--- config.mk ---
export PLATFORM = sky130hd
export DESIGN_NAME = hpi_div
export DESIGN_NICKNAME = d
export VERILOG_FILES = /design/src/hpi_pkg.sv /design/src/hpi_div.sv
export SDC_FILE = /design/constraint.sdc
export NUM_CORES = 1
export LEC_CHECK = 0
export CAP_MARGIN = 20
export CORE_MARGIN = 2
export CORE_UTILIZATION = 60
export CTS_CLUSTER_SIZE = 40
export DETAILED_ROUTE_END_ITERATION = 10
export DONT_BUFFER_PORTS = 1
export GPL_TIMING_DRIVEN = 1
export PLACE_DENSITY = 0.83
export SKIP_LAST_GASP = 1
export SLEW_MARGIN = 20
export SYNTH_ARGS = -nofsm -noshare
export SYNTH_HDL_FRONTEND = slang
export SYNTH_SLANG_ARGS = --single-unit
--- constraint.sdc ---
create_clock -name clk -period 8.4 [get_ports clk]
set_input_delay 2.1 -clock clk [delete_from_list [all_inputs] [get_ports clk]]
set_output_delay 2.1 -clock clk [all_outputs]
set_load 0.05 [all_outputs]
--- src/hpi_pkg.sv ---
package hpi_pkg;

  localparam int POS_W       = 32;
  localparam int GRAV_W      = 16;
  localparam int HGT_W       = 32;
  localparam int TEMP_W      = 20;
  localparam int LVL_W       = 5;
  localparam int ENTRY_IDX_W = 4;
  localparam int CFG_IDX_W   = 2;
  localparam int CFG_DATA_W  = 16;

  localparam int FRAC_SHIFT  = 14;
  localparam int ROUND_BIAS  = 1 << (FRAC_SHIFT - 1);
  localparam int PROD_W      = POS_W + GRAV_W;
  localparam int SUM_W       = PROD_W + 2;
  localparam int H_W         = SUM_W - FRAC_SHIFT;
  localparam int WPROD_W     = TEMP_W + HGT_W;
  localparam int NUM_W       = WPROD_W + 1;
  localparam int REM_W       = NUM_W - TEMP_W;

  localparam int LEVELS_DEFAULT = 16;

  localparam logic signed [GRAV_W-1:0] GRAV_X_RESET = 16'sd0;
  localparam logic signed [GRAV_W-1:0] GRAV_Y_RESET = 16'sd0;
  localparam logic signed [GRAV_W-1:0] GRAV_Z_RESET = -16'sd16384;
  localparam logic [LVL_W-1:0]         LEVEL_COUNT_RESET = 5'd2;

  localparam logic KIND_LOAD  = 1'b0;
  localparam logic KIND_QUERY = 1'b1;

  typedef enum logic [CFG_IDX_W-1:0] {
    CFG_GRAV_X      = 2'd0,
    CFG_GRAV_Y      = 2'd1,
    CFG_GRAV_Z      = 2'd2,
    CFG_LEVEL_COUNT = 2'd3
  } cfg_index_t;

  // Search token walking the cell chain.
  typedef struct packed {
    logic                     valid;
    logic                     found;
    logic signed [H_W-1:0]    h;
    logic signed [HGT_W-1:0]  lo;
    logic signed [HGT_W-1:0]  hi;
    logic [TEMP_W-1:0]        t0;
    logic [TEMP_W-1:0]        t1;
  } hpi_token_t;

endpackage

--- src/hpi_div.sv ---
module hpi_div
  import hpi_pkg::*;
(
  input  logic                clk,
  input  logic                rst,
  input  logic                go,
  input  logic [NUM_W-1:0]    dividend,
  input  logic [HGT_W-1:0]    divisor,
  output logic                done,
  output logic [TEMP_W-1:0]   quotient
);

  localparam int STEP_W = $clog2(TEMP_W);
  localparam logic [STEP_W-1:0] LAST_STEP = STEP_W'(TEMP_W - 1);

  logic [REM_W-1:0]  rem;
  logic [TEMP_W-1:0] quo;
  logic [STEP_W-1:0] step;
  logic              busy;
  logic [REM_W:0]    trial;
  logic              ge;

  // Quotient fits TEMP_W bits, so the upper dividend bits start below the divisor.
  assign trial    = {rem, quo[TEMP_W-1]};
  assign ge       = trial >= (REM_W + 1)'(divisor);
  assign quotient = quo;

  always_ff @(posedge clk) begin
    if (rst) begin
      busy <= 1'b0;
      done <= 1'b0;
    end else begin
      done <= 1'b0;
      if (go) begin
        busy <= 1'b1;
      end else if (busy && step == LAST_STEP) begin
        busy <= 1'b0;
        done <= 1'b1;
      end
    end
  end

  always_ff @(posedge clk) begin
    if (go) begin
      rem  <= dividend[NUM_W-1:TEMP_W];
      quo  <= dividend[TEMP_W-1:0];
      step <= '0;
    end else if (busy) begin
      rem  <= ge ? REM_W'(trial - (REM_W + 1)'(divisor)) : trial[REM_W-1:0];
      quo  <= {quo[TEMP_W-2:0], ge};
      step <= step + 1'b1;
    end
  end

endmodule

==> impl_results.md <==
- Largest net degree at the start of global routing: 66
- Critical R2R Capture: rem[27]
- Crit path capture: rem[27]
- Residual DRC: 0
- Initial core utilization: 0.612
- Syn avg cell area: 9.20 um2
- Height of the die: 92.1 um
- Multi-input logic area: 2670 um2
- Die X: 92.1 um
- Synth top area share: 0.342
- Layout fillers: 657
- VDD IR max: 0.000166 V
- Setup TNS: 0 ps
- Setup Crit Path Kind: in2reg
- Syn Nets: 628
- Critical Path Start: divisor[0]
- Hold buffers post-CTS: 0
- Antenna viol nets, final: 0
- Vias in the first global route: 3703
- GRT Overall Usage: 0.249
- Largest area contributor in the netlist: edfxtp_1
- PwrDens: 268 nW/um2
- GR Util met2: 0.412
- Initial antenna violation count: 0
- Hold crit path type: reg2reg
- Post-CTS Resized: 0
- Final setup viols: 0
- Setup bufs post-CTS: 0
- Die area: 8480 um2
- Total CTS buffers: 9
- Commonest non-fill, non-tap cell in the layout: a21oi_1
- Via count: 3727
- Nets: 615
- Post-synth EDFFs: 53
- CTS tree: done
- Final max-slew violation count: 0
- Post-DR wirelength/cell: 17.6 um
- Seq cells post-synth: 60
- DRT Pass-1 Iters: 4
- FF-to-FF path depth: 13
- RSZ-0062 raised after global routing: false
- CTS H-tree depth: 3
- # diodes: 0
- P_leak: 2.10 nW
- Cells after Synth: 506
- Core Box Area: 7610 um2
- Yosys cell types: 54
- Final hold viol count: 0
- I/O Buffers: 0
- Max Fanout on Critical Path: 33
- Worst EP required: 8570 ps
- Placer Congestion: 0.903
- GR Util met3: 0.0929
- Largest cells by area after synthesis: edfxtp_1 34%, ha_1 8.9%, a21oi_1 6.2%, mux2_2 5.1%, a2bb2oi_1 4.9%
- Area Overhead vs Synth: 5.11%
- Asr flop ratio synth: 0
- Gr ovfl total: 0
- Top_reg_cell synth: edfxtp_1
- Layout cells sized above 1: 0.0964
- Worst setup SP type: input pin
- Vias per cell: 6.21
- GRT met1 Usage: 0.310
- Status: finished clean
- Sequential cell area fraction in the yosys report: 0.372
- # IOs: 109
- Fin crit share: 0.583
- First DRT Iteration DRCs: 171
- Critical path capture point type: flop
- # rows: 32
- Register area: 1730 um2
- Synth warn: 0
- GRT Max-Usage Layer: met2
- Reg-to-reg critical path startpoint: quotient[19]
- Clk Latency, worst-skew pair: 360 ps
- Post-synth design cell area: 4660 um2
- Drt total wl: 10500 um
- R2r setup slk: 4460 ps
- Data arrival, critical path: 5070 ps
- Minimum clock period: 4900 ps
- Post-DP HPWL: 7600 um
- Max transition margin: 0.558
- Max Clk Rate: 204 MHz
- Max cap viols: 0
- Clock Sinks: 60
- Worst-path clk slew: 80 ps
- Commonest non-fill, non-tap cells in the layout: 58 x a21oi_1, 53 x edfxtp_1, 50 x nand2_1
- Skew final: 17.5 ps
- Worst hold margin: 501 ps
- CTS root buf: clkbuf_8
- Global-route wire length before repair: 17000 um
- Worst-Margin Slew: 663 ps
- CTS max path bufs: 2
sequential cells by signal, summed over array words and instances (netlist names):
register / flops
busy: 1
done: 1
rem: 33
quotient: 20
step: 5
area by class of cell:
| class | instances | share of cell area |
|---|---|---|
| clock inverters | 7 | 0.0107 |
| clock buffers | 9 | 0.0253 |
| repair buffers | 3 | 0.00869 |
| well taps | 102 | 0.0261 |
| inverters | 40 | 0.0307 |
| flip-flops and latches | 60 | 0.354 |
| multi-input cells | 379 | 0.545 |
worst min-delay path by stage:
stage,startpoint,endpoint,cells after the start
6_report,step[4],done,2
5_1_grt,step[4],done,2
4_1_cts,step[4],done,2
3_5_place_dp,step[4],done,2
3_3_place_gp,step[4],done,2
2_1_floorplan,step[4],done,2
kinds of logic after synthesis:
family	Yosys count	synth area share
multiplexers	25	0.0594
adder cells (fa/ha/maj)	34	0.0930
AO/OA/AOI/OAI	159	0.228
XOR/XNOR	30	0.0564
flip-flops	60	0.372
AND/OR/NAND/NOR	131	0.135
buffers and inverters	67	0.0562
synth_stat cells (all sizes together) (13+ instances only):
cell and number:
a2bb2oi 27, ha 33, nor2 27, buf 14
xnor2 15, a21o 18, edfxtp 53, clkbuf 13
mux2 21, inv 39, xor2 15, nand2 50
a21oi 58, o21ai 20
routing by layer:
layer / wire (um) / vias up / part of all wire
met5: 0 / - / 0
met4: 114 / 0 / 0.011
met3: 900 / 14 / 0.085
met2: 4970 / 127 / 0.47
met1: 4550 / 1744 / 0.43
li1: - / 1842 / -
critical path, cell delays in order:
cell,delay (ps)
ha_1,130
inv_1,50
fa_1,400
a21o_1,230
a311o_1,360
a31oi_1,220
a31oi_1,140
and4bb_1,300
o21a_1,180
or2_2,560
a21oi_1,160
a2bb2oi_1,230
metrics by stage:
stage,worst slack [ps],utilization,area (um2),instances,total power [mW]
after global placement,2890,0.616,4690,583,1.04
after floorplan,3630,-,4660,506,0.953
after global routing,3330,0.643,4890,600,1.40
final,3500,0.643,4890,600,1.31
after detailed placement,2790,0.616,4690,583,1.06
after CTS,3140,0.640,4870,599,1.30
report_power, final:
part	switching (mW)	leakage (nW)	internal (mW)	total (mW)
registers	0.0721	0.584	0.401	0.473
logic	0.341	1.42	0.250	0.591
clock network	0.137	0.0896	0.108	0.246
total	0.550	2.10	0.760	1.31
Power figures use the tool's default switching activity.
