<file path="src/hpi_pkg.sv">
package hpi_pkg;

  localparam int POS_W       = 32;
  localparam int GRAV_W      = 16;
  localparam int HGT_W       = 32;
  localparam int TEMP_W      = 20;
  localparam int LVL_W       = 5;
  localparam int ENTRY_IDX_W = 4;
  localparam int CFG_IDX_W   = 2;
  localparam int CFG_DATA_W  = 16;

  localparam int FRAC_SHIFT  = 14;
  localparam int ROUND_BIAS  = 1 << (FRAC_SHIFT - 1);
  localparam int PROD_W      = POS_W + GRAV_W;
  localparam int SUM_W       = PROD_W + 2;
  localparam int H_W         = SUM_W - FRAC_SHIFT;
  localparam int WPROD_W     = TEMP_W + HGT_W;
  localparam int NUM_W       = WPROD_W + 1;
  localparam int REM_W       = NUM_W - TEMP_W;

  localparam int LEVELS_DEFAULT = 16;

  localparam logic signed [GRAV_W-1:0] GRAV_X_RESET = 16'sd0;
  localparam logic signed [GRAV_W-1:0] GRAV_Y_RESET = 16'sd0;
  localparam logic signed [GRAV_W-1:0] GRAV_Z_RESET = -16'sd16384;
  localparam logic [LVL_W-1:0]         LEVEL_COUNT_RESET = 5'd2;

  localparam logic KIND_LOAD  = 1'b0;
  localparam logic KIND_QUERY = 1'b1;

  typedef enum logic [CFG_IDX_W-1:0] {
    CFG_GRAV_X      = 2'd0,
    CFG_GRAV_Y      = 2'd1,
    CFG_GRAV_Z      = 2'd2,
    CFG_LEVEL_COUNT = 2'd3
  } cfg_index_t;

  // Search token walking the cell chain.
  typedef struct packed {
    logic                     valid;
    logic                     found;
    logic signed [H_W-1:0]    h;
    logic signed [HGT_W-1:0]  lo;
    logic signed [HGT_W-1:0]  hi;
    logic [TEMP_W-1:0]        t0;
    logic [TEMP_W-1:0]        t1;
  } hpi_token_t;

endpackage

</file>
<file path="src/hpi_cell.sv">
module hpi_cell
  import hpi_pkg::*;
(
  input  logic                    clk,
  input  logic                    rst,
  input  logic                    wr_en,
  input  logic signed [HGT_W-1:0] wr_height,
  input  logic [TEMP_W-1:0]       wr_temp,
  input  logic                    seg_en,
  input  logic signed [HGT_W-1:0] next_height,
  input  logic [TEMP_W-1:0]       next_temp,
  output logic signed [HGT_W-1:0] height,
  output logic [TEMP_W-1:0]       temp,
  input  hpi_token_t              tok_in,
  output hpi_token_t              tok_out
);

  logic signed [H_W-1:0] lo_ext;
  logic signed [H_W-1:0] hi_ext;
  logic                  hit;
  hpi_token_t            tok_next;

  assign lo_ext = H_W'(height);
  assign hi_ext = H_W'(next_height);

  // First segment in index order wins: claim only an unclaimed token.
  assign hit = tok_in.valid && !tok_in.found && seg_en &&
               ($signed(tok_in.h) >= lo_ext) && ($signed(tok_in.h) <= hi_ext);

  always_comb begin
    tok_next = tok_in;
    if (hit) begin
      tok_next.found = 1'b1;
      tok_next.lo    = height;
      tok_next.hi    = next_height;
      tok_next.t0    = temp;
      tok_next.t1    = next_temp;
    end
  end

  always_ff @(posedge clk) begin
    if (wr_en) begin
      height <= wr_height;
      temp   <= wr_temp;
    end
  end

  always_ff @(posedge clk) begin
    if (rst) begin
      tok_out <= '0;
    end else begin
      tok_out <= tok_next;
    end
  end

endmodule

</file>
<file path="config.mk">
export PLATFORM = sky130hd
export DESIGN_NAME = hpi_cell
export DESIGN_NICKNAME = d
export VERILOG_FILES = /design/src/hpi_pkg.sv /design/src/hpi_cell.sv
export SDC_FILE = /design/constraint.sdc
export NUM_CORES = 1
export LEC_CHECK = 0
export ABC_AREA = 1
export BUFFER_PORTS_ARGS = -buffer_cell sky130_fd_sc_hd__buf_4
export CAP_MARGIN = 10
export CORE_AREA = 10 10 162 164
export CTS_CLUSTER_DIAMETER = 80
export DETAILED_ROUTE_END_ITERATION = 6
export DIE_AREA = 0 0 172 174
export GPL_TIMING_DRIVEN = 0
export PLACE_DENSITY = 0.8
export SKIP_LAST_GASP = 1
export SLEW_MARGIN = 5
export SYNTH_ARGS = -nofsm -noshare
export SYNTH_HDL_FRONTEND = slang
export SYNTH_SLANG_ARGS = --single-unit
</file>
<file path="constraint.sdc">
create_clock -name clk -period 4.7 [get_ports clk]
set_clock_uncertainty 0.2 [all_clocks]
set_input_delay 0.235 -clock clk [delete_from_list [all_inputs] [get_ports clk]]
set_output_delay 0.235 -clock clk [all_outputs]
set_load 0.005 [all_outputs]
</file>
==> metrics, run 1 <==
synth top area cells=dfxtp_1 (32%), edfxtp_1 (17%), nor2_1 (12%); syn_area_per_cell=7.93 um^2; WP depth=15; M1 WL=15.3 mm; die height=174 um; syn_nets=1453; sequential fraction of the synthesis area=0.491; Critical Path RT=4.87 ns; die area=29900 um^2; Slew headroom=0.451; Net Sw Frac=0.298; crit path time final=4.10 ns; Max Transition Viols Final=0; met2 WL=21.9 mm; sw power=1.33 mW; Final Hold Slack=0.0326 ns; Max Used Layer=met4; RSZ-0062 raised after global routing=false; number of flops mapped to enable cells by yosys=52; CP Launch Point=height[19]$_DFFE_PP_; post-route cell area=15600 um^2; H-Tree Depth=4; Critical R2R Launch=height[19]$_DFFE_PP_; Reg2Reg Setup Slack=0.60 ns; Core Rows=56; total CTS buffers=17; wire per inst=20.4 um; dpl cells=1864; hpwl dp=29.5 mm; Power Density=286 nW/um^2; Yosys warning total=0; setup_tns=0 ns; detailed-route via count=10900; vias per cell=5.07; Final GP Congestion=0.901; Clock power frac=0.329; Slew @ Worst Pin=0.824 ns; CP max stage delay=0.59 ns; IO Port Bufs=443; Synth Cell Area=8970 um^2; Hold Crit Class=in -> reg; antenna violations before repair=7; CTS sink cnt=194; internal power=3.14 mW; CP bufs+invs=4; drt pass-1 iters=5; synth-to-layout area growth=74.2%; Critical Path End=tok_out[42]$_SDFF_PP0_; MaxCap Viol Count=0; Die X=172 um; maximum vdd drop=0.000253 V; critical-path cell list=inv_1 -> ha_1 -> nand4_1 -> nor2_1 -> nand2_1 -> nor3_1 -> nand4_1 -> nand3_2 -> nand2_1 -> nor2_2 -> buf_6 -> buf_6 -> nor2_1 -> nor2_1 -> dlygate4sd3_1; Iter 0 DRT Violations=909; Core ar.=23100 um^2; Setup CP Type=reg -> reg; Register-to-Register Path Depth=15; CTS tree=yes; first-pass GRT wire length=64.7 mm; initial core utilization=0.388; Worst path slowest cell=dlygate4sd3_1; number of global-route vias before repair=11600; final setup margin=0.596 ns; CP top delay family=simple AND/OR/NAND/NOR gates; post-route insts no fill=2141; Nets=2152; I/O pin total=444; Place WS=1.10 ns; critical path endpoint category=flop; Combinational Power Share=0.249; endpoints failing hold=0; grt ovf=0; post-synthesis register bit count=194; most frequent CP cell=nor2_1; overall routing resource usage=0.279; reg2reg end=tok_out[42]$_SDFF_PP0_; area leader, netlist=dfxtp_1; ANT nets after route=0; period utilization=0.873; dpl cell area=12700 um^2; Skew-Pair Late Insertion Delay=0.43 ns; Finish-stage setup viols=0; P_leak=8.09 nW; fraction of registers with async set/reset=0; Flop pwr share=0.422; met3 routed WL=3.87 mm; # DRC=0; Worst-path clk slew=0.08 ns; Yosys cell types=24; WL final=43.6 mm; Critical Path Start Type=flop; status=completed; worst-path maximum fanout=10; Syn Inst Count=1131; clock buffer depth=2; layout cells sized above 1=0.273; critical path arrival=4.27 ns; Root Buffer=clkbuf_16; Post-synth top flop=dfxtp_1; Fmax=244 MHz; pin count of the biggest net entering global routing=53; share of the synthesized area in the top cell type=0.317
[sequential cells by signal, summed over array words and instances (netlist names)]
| register | count |
|---|---|
| tok_out | 142 |
| height | 32 |
| temp | 20 |
[logic make-up (layout without fill, tap and decap cells)]
| family | after synthesis | in the layout | share of synthesized area |
|---|---|---|---|
| AND/OR/NAND/NOR | 597 | 597 | 0.282 |
| buffers and inverters | 230 | 942 | 0.104 |
| flip-flops | 194 | 194 | 0.491 |
| adder cells (fa/ha/maj) | 72 | 72 | 0.100 |
| AO/OA/AOI/OAI | 38 | 38 | 0.0231 |
| other | 0 | 8 | 0 |
[synth_stat cells, types with 2 or more instances]
| cell type | number |
|---|---|
| nor2_1 | 277 |
| clkbuf_1 | 29 |
| a21o_1 | 4 |
| dfxtp_1 | 142 |
| nand4_1 | 106 |
| buf_1 | 5 |
| buf_6 | 6 |
| inv_2 | 2 |
| nand3_1 | 5 |
| nand2_1 | 204 |
| buf_2 | 19 |
| edfxtp_1 | 52 |
| inv_1 | 169 |
| a21boi_1 | 2 |
| o21ai_0 | 4 |
| ha_1 | 72 |
| a21oi_1 | 26 |
[cell usage in the layout (no fill, tap or decap), types with 19 or more instances in the layout]
cell / Yosys / layout
buf_4: 0 / 443
nor2_1: 277 / 277
dlygate4sd3_1: 0 / 237
nand2_1: 204 / 204
inv_1: 169 / 169
dfxtp_1: 142 / 142
nand4_1: 106 / 106
ha_1: 72 / 72
edfxtp_1: 52 / 52
clkbuf_1: 29 / 30
a21oi_1: 26 / 26
buf_2: 19 / 19
[layout make-up]
type                    instances  area (um^2)
flip-flops and latches        194         4400
clock inverters                14          144
inverters                     171          642
repair buffers                680         5700
clock buffers                  18          429
diodes                          8         20.0
multi-input cells             707         3640
fillers                      1638         7490
plain buffers                  59          290
well taps                     290          363
[through the flow]
step | util | total power [mW]
floorplan | - | 2.29
global placement | 0.548 | 2.78
detailed placement | 0.548 | 2.82
CTS | 0.675 | 4.42
global route | 0.676 | 4.64
finish | 0.676 | 4.47
[routing by layer]
metal  track usage  up-vias
li1              -     4990
met1         0.292     5017
met2         0.491      681
met3        0.0761      171
met4         0.157        0
met5             0        -
[tightest hold or removal path: stages]
cell and delay (ns):
buf_4 0.08, inv_1 0.05, nand4_1 0.09, nand2_1 0.06, nor2_1 0.10
[repair_timing]
action / in CTS / in global routing
hold endpoints to repair: 194 / 0
resized for setup: 0 / 0
setup buffers: 0 / 0
hold buffers: 237 / 0
[power by group through the flow]
stage | Clock, mW | Sequential (mW) | Combinational (mW)
final | 1.47 | 1.89 | 1.11
after global routing | 1.54 | 1.89 | 1.20
after CTS | 1.47 | 1.88 | 1.07
after detailed placement | 0 | 1.92 | 0.899
after global placement | 0 | 1.91 | 0.871
after floorplan | 0 | 1.92 | 0.373
[worst min-delay path by stage]
| stage | start | endpoint | slack (ns) | cells after the start |
|---|---|---|---|---|
| 2_1_floorplan | wr_height[0] | height[0]$_DFFE_PP_ | 0.13 | 0 |
| 3_3_place_gp | wr_height[1] | height[1]$_DFFE_PP_ | 0.21 | 1 |
| 3_5_place_dp | wr_temp[14] | temp[14]$_DFFE_PP_ | 0.21 | 1 |
| 4_1_cts | next_height[5] | tok_out[45]$_SDFF_PP0_ | 0.0006 | 5 |
| 5_1_grt | next_height[25] | tok_out[65]$_SDFF_PP0_ | 0.05 | 5 |
| 6_report | next_height[3] | tok_out[43]$_SDFF_PP0_ | 0.03 | 5 |
(Power assumes the default switching activity.)
==> run 2: changes to the inputs <==
--- a/config.mk
+++ b/config.mk
@@ -10,8 +10,8 @@
 export CAP_MARGIN = 10
-export CORE_AREA = 10 10 162 164
+export CORE_AREA = 2 2 173 175
 export CTS_CLUSTER_DIAMETER = 80
 export DETAILED_ROUTE_END_ITERATION = 6
-export DIE_AREA = 0 0 172 174
+export DIE_AREA = 0 0 175 177
 export GPL_TIMING_DRIVEN = 0
-export PLACE_DENSITY = 0.8
+export PLACE_DENSITY = 0.68
 export SKIP_LAST_GASP = 1
==> constraint.sdc (replaced) <==
create_clock -name clk -period 4.7 [get_ports clk]
set_clock_uncertainty 0.2 [all_clocks]
set_input_delay 0.47 -clock clk [delete_from_list [all_inputs] [get_ports clk]]
set_output_delay 0.47 -clock clk [all_outputs]
set_load 0.005 [all_outputs]
==> run 2 against run 1 <==
Against the previous run: combinational power down 15%; clock power about the same; maximum frequency up 6.9%; power decreased by 4.0%; sequential share of layout area rose by 3.5 points; non-clock buffer count down 185; first-iteration DRC count decreased by 50%; worst hold slack worse by 0.0052 ns; count of clock-buffer cells in the layout is 1 higher; utilization decreased by 20 points; largest power group unchanged.
==> metrics, run 2 (synthesized netlist as in run 1, its figures left out) <==
status=completed; I/O pin total=444; Place WS=0.836 ns; commonest non-fill, non-tap cell in the layout=buf_4; Core ar.=29200 um^2; drt pass-1 iters=5; crit path time final=3.84 ns; maximum vdd drop=0.000230 V; critical path arrival=4.00 ns; met2 WL=17.4 mm; dpl cell area=12800 um^2; Final Hold Slack=0.0274 ns; Top Registers=tok_out: 142 flops, height: 32 flops, temp: 20 flops; RSZ-0062 raised after global routing=false; MaxCap Viol Count=0; met3 routed WL=2.36 mm; CTS sink cnt=194; post-cts sizing count=0; vias per cell=4.56; period utilization=0.817; Hold Path End=tok_out[6]$_SDFF_PP0_; Finish-stage setup viols=0; setup_tns=0 ns; final setup margin=0.861 ns; Skew-Pair Late Insertion Delay=0.46 ns; Reg2Reg Setup Slack=0.86 ns; wire per inst=16.9 um; synth-to-layout area growth=54.9%; ANT nets after route=0; endpoints failing hold=0; Die X=175 um; overall routing resource usage=0.218; die area=31000 um^2; initial core utilization=0.307; Worst-path clk slew=0.08 ns; HP Start=tok_in[6]; hpwl dp=26.9 mm; Max Used Layer=met4; Hold Crit Class=in -> reg; worst-path maximum fanout=10; first-pass GRT wire length=50.8 mm; commonest cells after routing, fill and taps aside=buf_4 (443), nor2_1 (277), nand2_1 (204); WL final=34.7 mm; number of global-route vias before repair=9151; Register-to-Register Path Depth=14; Nets=1967; layout cells sized above 1=0.305; Fmax=261 MHz; Setup CP Type=reg -> reg; Slew headroom=0.447; # DRC=0; post-route cell area=13900 um^2; Power Density=309 nW/um^2; Power, Total=4.29 mW; clock buffer depth=2; die height=177 um; H-Tree Depth=4; Max Transition Viols Final=0; IO Port Bufs=443; max reg flops=142; critical path endpoint category=flop; antenna violations before repair=1; P_leak=7.27 nW; grt ovf=0; Critical Path RT=4.86 ns; Critical R2R Launch=height[31]$_DFFE_PP_; Critical Path Start Type=flop; Root Buffer=clkbuf_16; Core Rows=63; Biggest register=tok_out; total CTS buffers=17; detailed-route via count=9341; reg2reg end=tok_out[67]$_SDFF_PP0_; CTS tree=yes; pin count of the biggest net entering global routing=53; worst hold path depth=3; Slew @ Worst Pin=0.829 ns; Iter 0 DRT Violations=458; M1 WL=14.2 mm; Final GP Congestion=0.829
run 2: cell types whose count changed in the layout (fill, tap and decap cells not counted), moves of 2 or more:
cell | before | now
inv_6 | 3 | 6
diode_2 | 8 | 2
clkbuf_16 | 17 | 19
dlygate4sd3_1 | 237 | 52
inv_8 | 4 | 1
run 2: area by class of cell:
cell class	count	area, um^2
antenna	2	5.00
buffer	59	290
clock buffer	19	475
clock inverter	13	109
fill	2838	15300
inverter	171	642
multi-input combinational	707	3640
sequential	194	4400
tap	390	488
timing repair buffer	495	3850
run 2: worst max-delay path, stage by stage (launching register included):
cell	delay, ns
edfxtp_1	0.40
inv_1	0.14
ha_1	0.40
nand2_1	0.09
nor2_1	0.15
nand2_1	0.13
nor3_1	0.34
nand4_1	0.25
nand3_2	0.26
nand2_1	0.10
nor2_2	0.54
buf_6	0.33
buf_6	0.17
nor2_1	0.05
nor2_1	0.19
run 2: stage by stage:
step,std cells,util
2_1_floorplan,1131,-
3_3_place_gp,1964,0.437
3_5_place_dp,1964,0.437
4_1_cts,2048,0.475
5_1_grt,2048,0.475
6_report,2050,0.475
run 2: how the worst max path moves through the flow:
stage	start	to	slack [ns]	cells after the start
finish	height[31]$_DFFE_PP_	tok_out[67]$_SDFF_PP0_	0.86	14
global route	height[31]$_DFFE_PP_	tok_out[67]$_SDFF_PP0_	0.66	14
CTS	height[31]$_DFFE_PP_	tok_out[67]$_SDFF_PP0_	0.89	14
detailed placement	tok_in[123]	tok_out[67]$_SDFF_PP0_	0.84	14
global placement	tok_in[123]	tok_out[60]$_SDFF_PP0_	0.84	14
floorplan	next_height[31]	tok_out[37]$_SDFF_PP0_	2.17	17
run 2: power breakdown:
group	internal [mW]	total, mW	switching, mW	leakage, nW
Clock	0.757	1.48	0.720	0.292
Sequential	1.83	1.88	0.0447	1.69
Combinational	0.444	0.941	0.497	5.28
run 2: metal layers:
metal / vias up / GRT usage
met5: - / 0
met4: 0 / 0.0729
met3: 50 / 0.0550
met2: 389 / 0.380
met1: 4294 / 0.261
li1: 4608 / -
run 2: timing repair:
item	in CTS	in global routing
hold buffers	52	0
endpoints found under the hold margin	52	0
setup buffers	0	0
endpoints found under the setup margin	0	0
